===== src/rfalu_pkg.sv =====
// ----------------------------------------------------------------------------
// rfalu_pkg
// Shared types, constants and a helper function for the register file and ALU
// command processor.
// ----------------------------------------------------------------------------
package rfalu_pkg;

   localparam int REG_COUNT  = 16;
   localparam int ADDR_W     = $clog2(REG_COUNT);
   localparam int OPND_W     = 8;
   localparam int RESULT_W   = 16;
   localparam int DIV_STEPS  = OPND_W;
   localparam int DIV_CNT_W  = $clog2(DIV_STEPS);

   // Command byte codes.
   localparam logic [7:0] CMD_WRITE   = 8'd170;
   localparam logic [7:0] CMD_READ    = 8'd187;
   localparam logic [7:0] CMD_ALU_OPS = 8'd204;
   localparam logic [7:0] CMD_ALU     = 8'd221;

   // ALU function codes.
   localparam logic [7:0] FN_ADD  = 8'd0;
   localparam logic [7:0] FN_SUB  = 8'd1;
   localparam logic [7:0] FN_MUL  = 8'd2;
   localparam logic [7:0] FN_DIV  = 8'd3;
   localparam logic [7:0] FN_AND  = 8'd4;
   localparam logic [7:0] FN_OR   = 8'd5;
   localparam logic [7:0] FN_NAND = 8'd6;
   localparam logic [7:0] FN_NOR  = 8'd7;
   localparam logic [7:0] FN_XOR  = 8'd8;
   localparam logic [7:0] FN_XNOR = 8'd9;
   localparam logic [7:0] FN_EQ   = 8'd10;
   localparam logic [7:0] FN_GT   = 8'd11;
   localparam logic [7:0] FN_LT   = 8'd12;
   localparam logic [7:0] FN_SHR  = 8'd13;
   localparam logic [7:0] FN_SHL  = 8'd14;

   // Compare results.
   localparam logic [RESULT_W-1:0] CMP_EQ_VAL = RESULT_W'(1);
   localparam logic [RESULT_W-1:0] CMP_GT_VAL = RESULT_W'(2);
   localparam logic [RESULT_W-1:0] CMP_LT_VAL = RESULT_W'(3);

   // Register file contents after reset.
   localparam logic [OPND_W-1:0] RST_REG0 = 8'd0;
   localparam logic [OPND_W-1:0] RST_REG1 = 8'd1;
   localparam logic [OPND_W-1:0] RST_REG2 = 8'd129;
   localparam logic [OPND_W-1:0] RST_REG3 = 8'd32;

   typedef enum logic [1:0] {
      ST_IDLE,
      ST_EXEC,
      ST_DIV,
      ST_WB
   } state_type;

   // Commands from the controller to the datapath.
   typedef struct packed {
      logic load_req;
      logic div_start;
      logic div_step;
      logic commit;
   } dp_cmd_type;

   // Status from the datapath to the controller.
   typedef struct packed {
      logic need_div;
      logic div_last;
   } dp_sts_type;

   function automatic logic [OPND_W-1:0] rf_reset_value(input logic [ADDR_W-1:0] idx);
      logic [OPND_W-1:0] val;
      case (idx)
         ADDR_W'(0): val = RST_REG0;
         ADDR_W'(1): val = RST_REG1;
         ADDR_W'(2): val = RST_REG2;
         ADDR_W'(3): val = RST_REG3;
         default:    val = OPND_W'(idx);
      endcase
      return val;
   endfunction

endpackage


===== src/rfalu_ctrl.sv =====
// ----------------------------------------------------------------------------
// rfalu_ctrl
// Controller state machine: sequences capture, optional divide, and result
// write-back, and owns both channel handshakes.
// ----------------------------------------------------------------------------
module rfalu_ctrl
   import rfalu_pkg::*;
(
   input  logic       clock,
   input  logic       reset,
   input  logic       req_valid,
   output logic       req_ready,
   output logic       rsp_valid,
   input  logic       rsp_ready,
   output dp_cmd_type dp_cmd,
   input  dp_sts_type dp_sts
);

   state_type state_ff, state_in;
   logic      rsp_valid_ff, rsp_valid_in;
   logic      out_free;

   assign out_free  = !rsp_valid_ff || rsp_ready;
   assign rsp_valid = rsp_valid_ff;

   always_ff @(posedge clock) begin
      if (reset) begin
         state_ff     <= ST_IDLE;
         rsp_valid_ff <= 1'b0;
      end else begin
         state_ff     <= state_in;
         rsp_valid_ff <= rsp_valid_in;
      end
   end

   always_comb begin
      state_in     = state_ff;
      dp_cmd       = '0;
      req_ready    = 1'b0;
      rsp_valid_in = rsp_valid_ff && !rsp_ready;
      case (state_ff)
         ST_IDLE: begin
            req_ready = 1'b1;
            if (req_valid) begin
               dp_cmd.load_req = 1'b1;
               state_in        = ST_EXEC;
            end
         end
         ST_EXEC: begin
            if (dp_sts.need_div) begin
               dp_cmd.div_start = 1'b1;
               state_in         = ST_DIV;
            end else begin
               state_in = ST_WB;
            end
         end
         ST_DIV: begin
            dp_cmd.div_step = 1'b1;
            if (dp_sts.div_last) begin
               state_in = ST_WB;
            end
         end
         ST_WB: begin
            if (out_free) begin
               dp_cmd.commit = 1'b1;
               rsp_valid_in  = 1'b1;
               state_in      = ST_IDLE;
            end
         end
         default: begin
            state_in = ST_IDLE;
         end
      endcase
   end

   a_accept_to_exec: assert property (@(posedge clock) disable iff (reset)
      (req_valid && req_ready) |=> (state_ff == ST_EXEC))
      else $error("Accepted transaction did not move to execute.");

   a_rsp_not_dropped: assert property (@(posedge clock) disable iff (reset)
      (rsp_valid_ff && !rsp_ready) |=> rsp_valid_ff)
      else $error("Pending response was dropped.");

   a_div_runs: assert property (@(posedge clock) disable iff (reset)
      (state_ff == ST_DIV && !dp_sts.div_last) |=> (state_ff == ST_DIV))
      else $error("Divider left before its last step.");

endmodule


===== src/rfalu_dp.sv =====
// ----------------------------------------------------------------------------
// rfalu_dp
// Datapath: captured command, register file, ALU with a shift-subtract
// divider, and the response payload register.
// ----------------------------------------------------------------------------
module rfalu_dp
   import rfalu_pkg::*;
(
   input  logic                clock,
   input  logic                reset,
   input  logic                req_frame_done,
   input  logic [7:0]          req_cmd_byte,
   input  logic [7:0]          req_first_byte,
   input  logic [7:0]          req_second_byte,
   input  logic [7:0]          req_third_byte,
   output logic [RESULT_W-1:0] rsp_result,
   output logic                rsp_cmd_ok,
   input  dp_cmd_type          dp_cmd,
   output dp_sts_type          dp_sts
);

   logic                done_ff;
   logic [7:0]          cmd_ff, b1_ff, b2_ff, b3_ff;
   logic [OPND_W-1:0]   rf_ff [REG_COUNT];
   logic [OPND_W-1:0]   quo_ff, rem_ff;
   logic [DIV_CNT_W-1:0] cnt_ff;
   logic [RESULT_W-1:0] result_ff, result_in;
   logic                ok_ff, ok_in;

   logic                is_write, is_read, is_alu_ops, is_alu, is_alu_any;
   logic [ADDR_W-1:0]   addr;
   logic [OPND_W-1:0]   opa, opb;
   logic [7:0]          fn;
   logic [RESULT_W-1:0] ea, eb, alu_res;
   logic [OPND_W:0]     rem_sh;
   logic [OPND_W+1:0]   trial;
   logic                ge;

   assign is_write   = done_ff && (cmd_ff == CMD_WRITE);
   assign is_read    = done_ff && (cmd_ff == CMD_READ);
   assign is_alu_ops = done_ff && (cmd_ff == CMD_ALU_OPS);
   assign is_alu     = done_ff && (cmd_ff == CMD_ALU);
   assign is_alu_any = is_alu_ops || is_alu;

   assign addr = b1_ff[ADDR_W-1:0];
   assign opa  = is_alu_ops ? b1_ff : rf_ff[0];
   assign opb  = is_alu_ops ? b2_ff : rf_ff[1];
   assign fn   = is_alu_ops ? b3_ff : b1_ff;
   assign ea   = RESULT_W'(opa);
   assign eb   = RESULT_W'(opb);

   assign dp_sts.need_div = is_alu_any && (fn == FN_DIV) && (opb != '0);
   assign dp_sts.div_last = (cnt_ff == DIV_CNT_W'(DIV_STEPS - 1));

   // One quotient bit per step, restoring form.
   assign rem_sh = {rem_ff, quo_ff[OPND_W-1]};
   assign trial  = {1'b0, rem_sh} - {2'b00, opb};
   assign ge     = !trial[OPND_W+1];

   always_comb begin
      case (fn)
         FN_ADD:  alu_res = ea + eb;
         FN_SUB:  alu_res = ea - eb;
         FN_MUL:  alu_res = ea * eb;
         FN_DIV:  alu_res = (opb == '0) ? '0 : RESULT_W'(quo_ff);
         FN_AND:  alu_res = ea & eb;
         FN_OR:   alu_res = ea | eb;
         FN_NAND: alu_res = ~(ea & eb);
         FN_NOR:  alu_res = ~(ea | eb);
         FN_XOR:  alu_res = ea ^ eb;
         FN_XNOR: alu_res = ~(ea ^ eb);
         FN_EQ:   alu_res = (opa == opb) ? CMP_EQ_VAL : '0;
         FN_GT:   alu_res = (opa > opb) ? CMP_GT_VAL : '0;
         FN_LT:   alu_res = (opa < opb) ? CMP_LT_VAL : '0;
         FN_SHR:  alu_res = ea >> 1;
         FN_SHL:  alu_res = ea << 1;
         default: alu_res = '0;
      endcase
   end

   always_comb begin
      result_in = '0;
      ok_in     = 1'b0;
      if (is_write) begin
         result_in = RESULT_W'(b2_ff);
         ok_in     = 1'b1;
      end else if (is_read) begin
         result_in = RESULT_W'(rf_ff[addr]);
         ok_in     = 1'b1;
      end else if (is_alu_any) begin
         result_in = alu_res;
         ok_in     = 1'b1;
      end
   end

   always_ff @(posedge clock) begin
      if (dp_cmd.load_req) begin
         done_ff <= req_frame_done;
         cmd_ff  <= req_cmd_byte;
         b1_ff   <= req_first_byte;
         b2_ff   <= req_second_byte;
         b3_ff   <= req_third_byte;
      end
      if (dp_cmd.div_start) begin
         quo_ff <= opa;
         rem_ff <= '0;
         cnt_ff <= '0;
      end else if (dp_cmd.div_step) begin
         quo_ff <= {quo_ff[OPND_W-2:0], ge};
         rem_ff <= ge ? trial[OPND_W-1:0] : rem_sh[OPND_W-1:0];
         cnt_ff <= cnt_ff + 1'b1;
      end
      if (dp_cmd.commit) begin
         result_ff <= result_in;
         ok_ff     <= ok_in;
      end
   end

   always_ff @(posedge clock) begin
      if (reset) begin
         for (int i = 0; i < REG_COUNT; i++) begin
            rf_ff[i] <= rf_reset_value(ADDR_W'(i));
         end
      end else if (dp_cmd.commit) begin
         if (is_write) begin
            rf_ff[addr] <= b2_ff;
         end else if (is_alu_ops) begin
            rf_ff[0] <= b1_ff;
            rf_ff[1] <= b2_ff;
         end
      end
   end

   assign rsp_result = result_ff;
   assign rsp_cmd_ok = ok_ff;

   a_div_identity: assert property (@(posedge clock) disable iff (reset)
      (dp_cmd.div_step && dp_sts.div_last) |=>
         ((16'(quo_ff) * 16'(opb) + 16'(rem_ff)) == 16'(opa)))
      else $error("Divider quotient and remainder do not rebuild the dividend.");

endmodule


===== src/regfile_alu_command_processor.sv =====
// ----------------------------------------------------------------------------
// regfile_alu_command_processor
// Executes one completed command frame per transaction against a 16-entry
// byte register file and a 15-function ALU.
// ----------------------------------------------------------------------------
// A request transaction carries one decoded command frame; every request
// yields exactly one response transaction. Command 170 writes a register and
// returns the byte, 187 reads a register, 204 loads operands into registers 0
// and 1 and runs the ALU on them, and 221 runs the ALU on registers 0 and 1.
// A frame that is not complete, or an unknown command, returns 0 with cmd_ok
// low and changes nothing. A transaction passes through capture, decode and
// write-back from acceptance to a registered response; a divide with a
// nonzero divisor adds a divide phase, as the quotient comes from a shift and
// subtract divider that produces one bit per cycle. The next request is taken
// as soon as the write-back is done, even while the previous response still
// waits in the output register; write-back itself waits for that register to
// drain. The register file comes out of reset holding 0, 1, 129 and 32 in
// entries 0 to 3 and its own index in every other entry.
// ----------------------------------------------------------------------------
module regfile_alu_command_processor
   import rfalu_pkg::*;
(
   input  logic                clock,
   input  logic                reset,
   input  logic                req_valid,
   output logic                req_ready,
   input  logic                req_frame_done,
   input  logic [7:0]          req_cmd_byte,
   input  logic [7:0]          req_first_byte,
   input  logic [7:0]          req_second_byte,
   input  logic [7:0]          req_third_byte,
   output logic                rsp_valid,
   input  logic                rsp_ready,
   output logic [RESULT_W-1:0] rsp_result,
   output logic                rsp_cmd_ok
);

   // Command and status bundles between the controller and the datapath.
   dp_cmd_type dp_cmd;
   dp_sts_type dp_sts;

   // The controller owns both handshakes and sequences each transaction.
   rfalu_ctrl u_ctrl (
      .clock     (clock),
      .reset     (reset),
      .req_valid (req_valid),
      .req_ready (req_ready),
      .rsp_valid (rsp_valid),
      .rsp_ready (rsp_ready),
      .dp_cmd    (dp_cmd),
      .dp_sts    (dp_sts)
   );

   // The datapath holds the register file, the ALU, the divider and the
   // response payload register.
   rfalu_dp u_dp (
      .clock           (clock),
      .reset           (reset),
      .req_frame_done  (req_frame_done),
      .req_cmd_byte    (req_cmd_byte),
      .req_first_byte  (req_first_byte),
      .req_second_byte (req_second_byte),
      .req_third_byte  (req_third_byte),
      .rsp_result      (rsp_result),
      .rsp_cmd_ok      (rsp_cmd_ok),
      .dp_cmd          (dp_cmd),
      .dp_sts          (dp_sts)
   );

endmodule


===== config.mk =====
export PLATFORM = sky130hd
export DESIGN_NAME = regfile_alu_command_processor
export DESIGN_NICKNAME = d
export VERILOG_FILES = /design/src/rfalu_pkg.sv /design/src/rfalu_ctrl.sv /design/src/rfalu_dp.sv /design/src/regfile_alu_command_processor.sv
export SDC_FILE = /design/constraint.sdc
export NUM_CORES = 1
export LEC_CHECK = 0
export BUFFER_PORTS_ARGS = -buffer_cell sky130_fd_sc_hd__buf_2
export CAP_MARGIN = 20
export CORE_MARGIN = 4
export CORE_UTILIZATION = 44
export CTS_BUF_LIST = sky130_fd_sc_hd__clkbuf_2
export DETAILED_ROUTE_END_ITERATION = 16
export GPL_ROUTABILITY_DRIVEN = 0
export GPL_TIMING_DRIVEN = 0
export MAX_ROUTING_LAYER = met4
export PLACE_DENSITY = 0.69
export SYNTH_ARGS = -nofsm -noshare
export SYNTH_HDL_FRONTEND = slang
export SYNTH_HIERARCHICAL = 1
export SYNTH_SLANG_ARGS = --single-unit

===== constraint.sdc =====
create_clock -name clock -period 9.5 [get_ports clock]
set_clock_uncertainty 0.05 [all_clocks]
set_input_delay 1.9 -clock clock [delete_from_list [all_inputs] [get_ports clock]]
set_output_delay 1.9 -clock clock [all_outputs]
set_load 0.01 [all_outputs]

==> flow_summary.yaml, run 1 <==
global_route:
  antenna_found_initial: 1
  grt_max_degree: 38
  grt_pass1_wl_um: 55800
  grt.total_usage: 0.222
  first_global_vias: 9942
  grt_overflow: 0
yosys:
  synth_area_um2: 13300
  synth_top_cell_by_area: "edfxtp_1"
  synth_flop_cell: "edfxtp_1"
  syn_avg_cell_area_um2: 11.5
  synth_edf_count: 186
  syn-num-nets: 1309
  yosysMostFrequentCell: "edfxtp_1"
  post-synth-top-area-fraction: 0.420
  postSynth.asyncResetShare: 0
  seq_area_frac_synth: 0.447
  ys_ff_latch: 204
  ys_warn_count: 6
  synth_common_cells: "edfxtp_1 (186), nor2_1 (111), and2_1 (87)"
  synth_cell_types: 84
  syn_inst: 1159
  synth_area_leaders: "edfxtp_1 (42%), ha_1 (7.0%), fa_1 (5.9%)"
die:
  placementRows: 63
  die_h_um: 182
  die_w_um: 182
  ios: 56
  start_util: 0.447
  core_um2: 29700
  die_area_um2: 33100
worst_setup_path:
  critPathKind: "reg -> reg"
  r2r_cells: 25
  cp-start-kind: "register"
  crit_path_max_fanout: 10
  required_ps: 9990
  end_kind: "register"
  cp.arrival_ps: 7580
placed_design:
  port_buffers: 55
  pre_cts_ws_ps: 2270
  place_hpwl_um: 26300
  dp.cells: 1609
timing:
  worst_slew_pin_slew_ps: 1110
  hold_viol_final: 0
  post-route-period-util: 0.746
  setup_ws_ps: 2410
  setup_viol: 0
  max-slew-margin-rel: 0.237
  post-route-min-period_ps: 7090
  fmax_mhz: 141
  final-max-slew-violation-count: 0
  tns_ps: 0
  rsz0062_at_grt: "no"
status:
  status: "finished clean"
layout:
  layout-drive-gt1-share: 0.195
  nNetsFinal: 1428
  fillers: 2677
  area_growth_pct: 10.0
  final_cell_count_no_fill: 1712
flow_run:
  maxCapViolations: 0
route:
  firstDrtPassIters: 6
  drt-initial-drc-count: 956
  vias: 9872
  routed_wl_um: 36000
  drtAntennaViolNets: 0
  drt-vias-per-instance: 5.77
  drc_errors: 0
  drt-wirelength-per-cell_um: 21.0
clock_network:
  clk_path_buf_depth: 3
  cts_buffers: 54
  cts.sinks: 204
  insertion_delay_ps: 890
  cts_tree: "yes"
  root_buffer: "clkbuf_2"
  htreeDepth: 2
  cts_setup_buffers: 0
  ctsResizeCount: 0
  clk_pin_slew_worst_paths_ps: 110
  cts_hold_buffers: 0
pwr:
  p_sw_frac: 0.372
  seq_power_share: 0.434
  p_sw_uw: 990
  power_mw: 2.66
  p_int_mw: 1.67
  combPwrFrac: 0.340
  irDropWorstVdd_v: 0.000139
  power.leakage_nw: 5.88
  power_density_nw_per_um2: 182
  p_clk_frac: 0.225
min_path:
  min_path_cells: 2
  hold_class: "reg -> reg"
-- cell families (layout without fill, tap and decap cells) --
group | Yosys count | in the layout | share of synthesized area
mux | 96 | 96 | 0.109
xor+xnor | 19 | 19 | 0.0125
compound gates | 182 | 182 | 0.0961
simple gates | 400 | 400 | 0.162
other cells | 0 | 1 | 0
flops | 204 | 204 | 0.447
buf+inv | 145 | 307 | 0.0452
fa+ha+maj | 113 | 113 | 0.128
-- layout make-up --
class,count,area [um2],area share
clock buffers,72,360,0.0246
flip-flops and latches,204,5950,0.407
diodes,1,2.50,0.000171
clock inverters,27,130,0.00890
inverters,83,313,0.0214
multi-input cells,810,6750,0.462
repair buffers,63,345,0.0236
plain buffers,62,288,0.0197
well taps,390,488,0.0334
-- flip-flops by register name, indices dropped and copies added (netlist names), named ones only --
name	cells
u_dp/b2_ff	8
u_dp/done_ff	1
u_dp/rf_ff	128
u_ctrl/state_ff	2
u_dp/cmd_ff	8
u_dp/rem_ff	8
u_dp/quo_ff	8
u_ctrl/rsp_valid	1
u_dp/cnt_ff	3
u_dp/rsp_cmd_ok	1
u_dp/b1_ff	8
u_dp/b3_ff	8
u_dp/rsp_result	16
-- power groups by stage --
stage               clock network [mW]  registers [mW]  logic, mW
CTS                              0.624            1.15      0.893
floorplan                            0            1.15      0.642
global route                     0.670            1.16      0.988
finish                           0.599            1.15      0.905
detailed placement                   0            1.17      0.887
global placement                     0            1.17      0.863
-- routing by layer --
| metal | routed length [um] | up-vias | global-route usage | share of wire |
|---|---|---|---|---|
| met3 | 3450 | 122 | 0.0447 | 0.096 |
| met5 | 0 | - | - | 0 |
| li1 | - | 4492 | - | - |
| met2 | 16000 | 551 | 0.335 | 0.45 |
| met1 | 15100 | 4707 | 0.299 | 0.42 |
| met4 | 1440 | 0 | 0.0868 | 0.040 |
-- worst paths after layout --
| check | start | to | slack [ps] |
|---|---|---|---|
| setup / recovery | u_dp/cmd_ff[5] | u_dp/rsp_result[15] | 2410 |
| hold / removal | u_dp/rem_ff[7] | u_dp/rem_ff[7] | 440 |
| setup reg to reg | u_dp/cmd_ff[5] | u_dp/rsp_result[15] | 2410 |
| hold reg to reg | u_dp/rem_ff[7] | u_dp/rem_ff[7] | 440 |
-- critical path: stages, from the launching register on --
cell	delay (ps)
edfxtp_1	380
nand4bb_4	260
or4_4	500
buf_6	180
buf_8	160
buf_6	160
buf_2	220
mux2i_1	490
buf_4	290
inv_1	80
ha_1	290
fa_1	470
fa_1	440
ha_1	280
inv_1	50
fa_1	470
inv_1	40
ha_1	340
a211o_1	310
a21oi_1	190
o21ai_0	180
a211oi_1	390
o21bai_1	110
a21oi_1	180
mux2i_1	210
a21oi_1	80
-- layout by cell type, fill, tap and decap left out, drive strengths merged, types with 15 or more instances in the layout --
cell type	instances
edfxtp	186
nor2	112
clkbuf	106
buf	91
and2	87
inv	84
ha	74
nand2	58
a21oi	52
mux2i	44
fa	39
mux4	32
or3	28
clkinv	26
nor2b	25
mux2	20
a211oi	19
dfxtp	18
nand3	18
or2	17
nor3	17
xnor2	15
o21ai	15
-- metrics by stage --
step	cell area (um2)	hold WS, ps	utilization
2_1_floorplan	13300	396	-
3_3_place_gp	14100	408	0.473
3_5_place_dp	14100	429	0.475
4_1_cts	14600	446	0.491
5_1_grt	14600	492	0.492
6_report	14600	444	0.492
(Power assumes the default switching activity.)
==> inputs of run 2 (changes only) <==
ABC_AREA = 1   (was not set)
PLACE_DENSITY = 0.71   (was 0.69)
clock period = 6.45 ns   (was 9.5 ns; I/O delays follow)
==> run 2 against run 1 <==
Net effect:
- clock power up 63%
- fmax up 20%
- power up 54%
- largest cell class unchanged
- global-route usage up 0.77 points
- setup slack worse by 1900 ps
- largest power group unchanged
- combinational power up 56%
- highest routed layer unchanged
- critical endpoint unchanged
==> flow_summary.yaml, run 2 <==
global_route:
  met1_usage: 0.299
  antenna_found_initial: 2
  grt.total_usage: 0.230
  grt_pass1_wl_um: 60200
  first_global_vias: 11500
  busiest_layer: "met2"
  grt_max_degree: 42
  grt_overflow: 0
  grt.met2_usage: 0.359
  use_met3: 0.0383
layout:
  final_cell_count_no_fill: 2162
  largest_reg_flops: 128
  nNetsFinal: 1871
  layout-drive-gt1-share: 0.133
  top_register: "u_dp/rf_ff"
  final_common_cell: "nand2_1"
  area_growth_pct: 9.67
  layout_common_cells: "nand2_1 (309), nor2_1 (223), inv_1 (215)"
  fillers: 2993
route:
  drc_errors: 0
  vias: 11500
  routed_wl_um: 38100
  drt-vias-per-instance: 5.34
  drt-initial-drc-count: 1112
  firstDrtPassIters: 7
  drtAntennaViolNets: 0
  drt-wirelength-per-cell_um: 17.6
yosys:
  ys_warn_count: 6
  synth_area_leaders: "edfxtp_1 (41%), nand2_1 (8.4%), ha_1 (6.7%)"
  synth_edf_count: 186
  post-synth-top-area-fraction: 0.405
  synth_flop_cell: "edfxtp_1"
  synth_top_cell_by_area: "edfxtp_1"
  synth_common_cells: "nand2_1 (309), nor2_1 (223), inv_1 (216)"
  seq_area_frac_synth: 0.431
  synth_area_um2: 13800
  syn_avg_cell_area_um2: 8.56
  yosysMostFrequentCell: "nand2_1"
  syn-num-nets: 1760
  syn_inst: 1610
  synth_cell_types: 54
  postSynth.asyncResetShare: 0
  ys_ff_latch: 204
clock_network:
  cts.sinks: 204
  insertion_delay_ps: 920
  root_buffer: "clkbuf_2"
  clk_pin_slew_worst_paths_ps: 100
  htreeDepth: 2
  cts_setup_buffers: 0
  cts_hold_buffers: 0
  clk_path_buf_depth: 3
  cts_tree: "yes"
  cts_buffers: 53
  ctsResizeCount: 0
timing:
  final-max-slew-violation-count: 0
  setup_viol: 0
  fmax_mhz: 169
  max-slew-margin-rel: 0.406
  worst_slew_pin_slew_ps: 891
  hold_ws_ps: 432
  post-route-period-util: 0.915
  setup_ws_ps: 548
  rsz0062_at_grt: "no"
  hold_viol_final: 0
  post-route-min-period_ps: 5900
  tns_ps: 0
die:
  start_util: 0.448
  die_w_um: 185
  die_h_um: 185
  die_area_um2: 34200
  ios: 56
  core_um2: 30700
  placementRows: 64
pwr:
  power_density_nw_per_um2: 270
  power.leakage_nw: 6.68
  power_mw: 4.08
  irDropWorstVdd_v: 0.000125
worst_setup_path:
  critPathKind: "reg -> reg"
  r2r-end: "u_dp/rsp_result[15]"
  r2r_start: "u_dp/cmd_ff[0]"
  end_kind: "register"
  cp-start-kind: "register"
  r2r_cells: 23
  rrSetupSlack_ps: 550
  crit_path_max_fanout: 10
  required_ps: 7020
  cp.arrival_ps: 6470
placed_design:
  place_hpwl_um: 28600
  dp.cells: 2062
  pre_cts_ws_ps: 540
  port_buffers: 55
min_path:
  min_to: "u_dp/rem_ff[1]"
  min_from: "u_dp/rem_ff[1]"
  min_path_cells: 2
  hold_class: "reg -> reg"
flow_run:
  maxCapViolations: 0
status:
  status: "finished clean"
[run 2: cell count changes in the layout (fill, tap and decap cells not counted), moves of 18 or more]
cell	change
a211oi_1	-18
a21oi_1	+20
and2_1	-85
inv_1	+135
inv_2	+26
mux4_2	-32
nand2_1	+251
nand2_2	+20
nand3_1	+75
nor2_1	+112
nor2b_1	-24
o211ai_1	+18
o21ai_0	+90
or3_1	-28
[run 2: worst max-delay path: stages (launching register included)]
cell and delay (ps):
edfxtp_1 410, inv_2 70, nand2_2 70, nor2_4 210, nand3_4 140, buf_6 180
buf_6 150, o21ai_2 310, clkinv_1 400, nor2_1 250, fa_1 450, fa_1 500
fa_1 480, inv_1 50, fa_1 470, inv_1 40, ha_1 350, nand2_1 100
o211ai_1 400, nand3_1 130, o21ai_0 220, a21oi_1 90, nor2_1 110, nor2_1 50
[run 2: cell families (layout without fill, tap and decap cells)]
kind of cell,after synthesis,count (layout),share of synthesized area
adders and majority gates,113,113,0.124
muxes,32,32,0.0232
other,0,2,0
buffers and inverters,298,452,0.0849
AOI/OAI and AO/OA,242,242,0.101
and+or+nand+nor,701,701,0.223
DFF,204,204,0.431
xor gates and xnor gates,20,20,0.0127
[run 2: cell type report]
class / instances / area, um2 / share of cell area
tap: 396 / 495 / 0.0328
sequential: 204 / 5950 / 0.393
inverter: 252 / 946 / 0.0626
antenna: 2 / 5.00 / 0.000331
multi-input combinational: 1108 / 6680 / 0.441
clock buffer: 67 / 335 / 0.0222
clock inverter: 31 / 204 / 0.0135
timing repair buffer: 56 / 290 / 0.0192
buffer: 46 / 224 / 0.0148
[run 2: where the power goes]
group | internal (mW) | leakage, nW | switching, mW | total (mW)
clock network | 0.416 | 0.369 | 0.557 | 0.974
logic | 0.441 | 4.41 | 0.972 | 1.41
registers | 1.61 | 1.90 | 0.0891 | 1.70
[run 2: per-layer routing]
layer,wire [um],up-vias
met2,17500,527
met1,15800,5362
li1,-,5542
met3,3270,109
met4,1550,0
met5,0,-
[run 2: worst max path at each step]
| stage | cells after the start | endpoint | startpoint | slack [ps] |
|---|---|---|---|---|
| final | 23 | u_dp/rsp_result[15] | u_dp/cmd_ff[0] | 550 |
| after global routing | 24 | u_dp/rsp_result[15] | u_dp/cmd_ff[0] | 90 |
| after CTS | 24 | u_dp/rsp_result[15] | u_dp/cmd_ff[0] | 580 |
| after detailed placement | 23 | u_dp/rsp_result[15] | u_dp/cmd_ff[0] | 540 |
| after global placement | 23 | u_dp/rsp_result[15] | u_dp/cmd_ff[4] | 670 |
| after floorplan | 26 | u_dp/rsp_result[12] | u_dp/cmd_ff[4] | 1350 |
[run 2: through the flow]
step | area, um2 | util
6_report | 15100 | 0.492
5_1_grt | 15100 | 0.492
4_1_cts | 15100 | 0.492
3_5_place_dp | 14600 | 0.474
3_3_place_gp | 14600 | 0.473
2_1_floorplan | 13800 | -
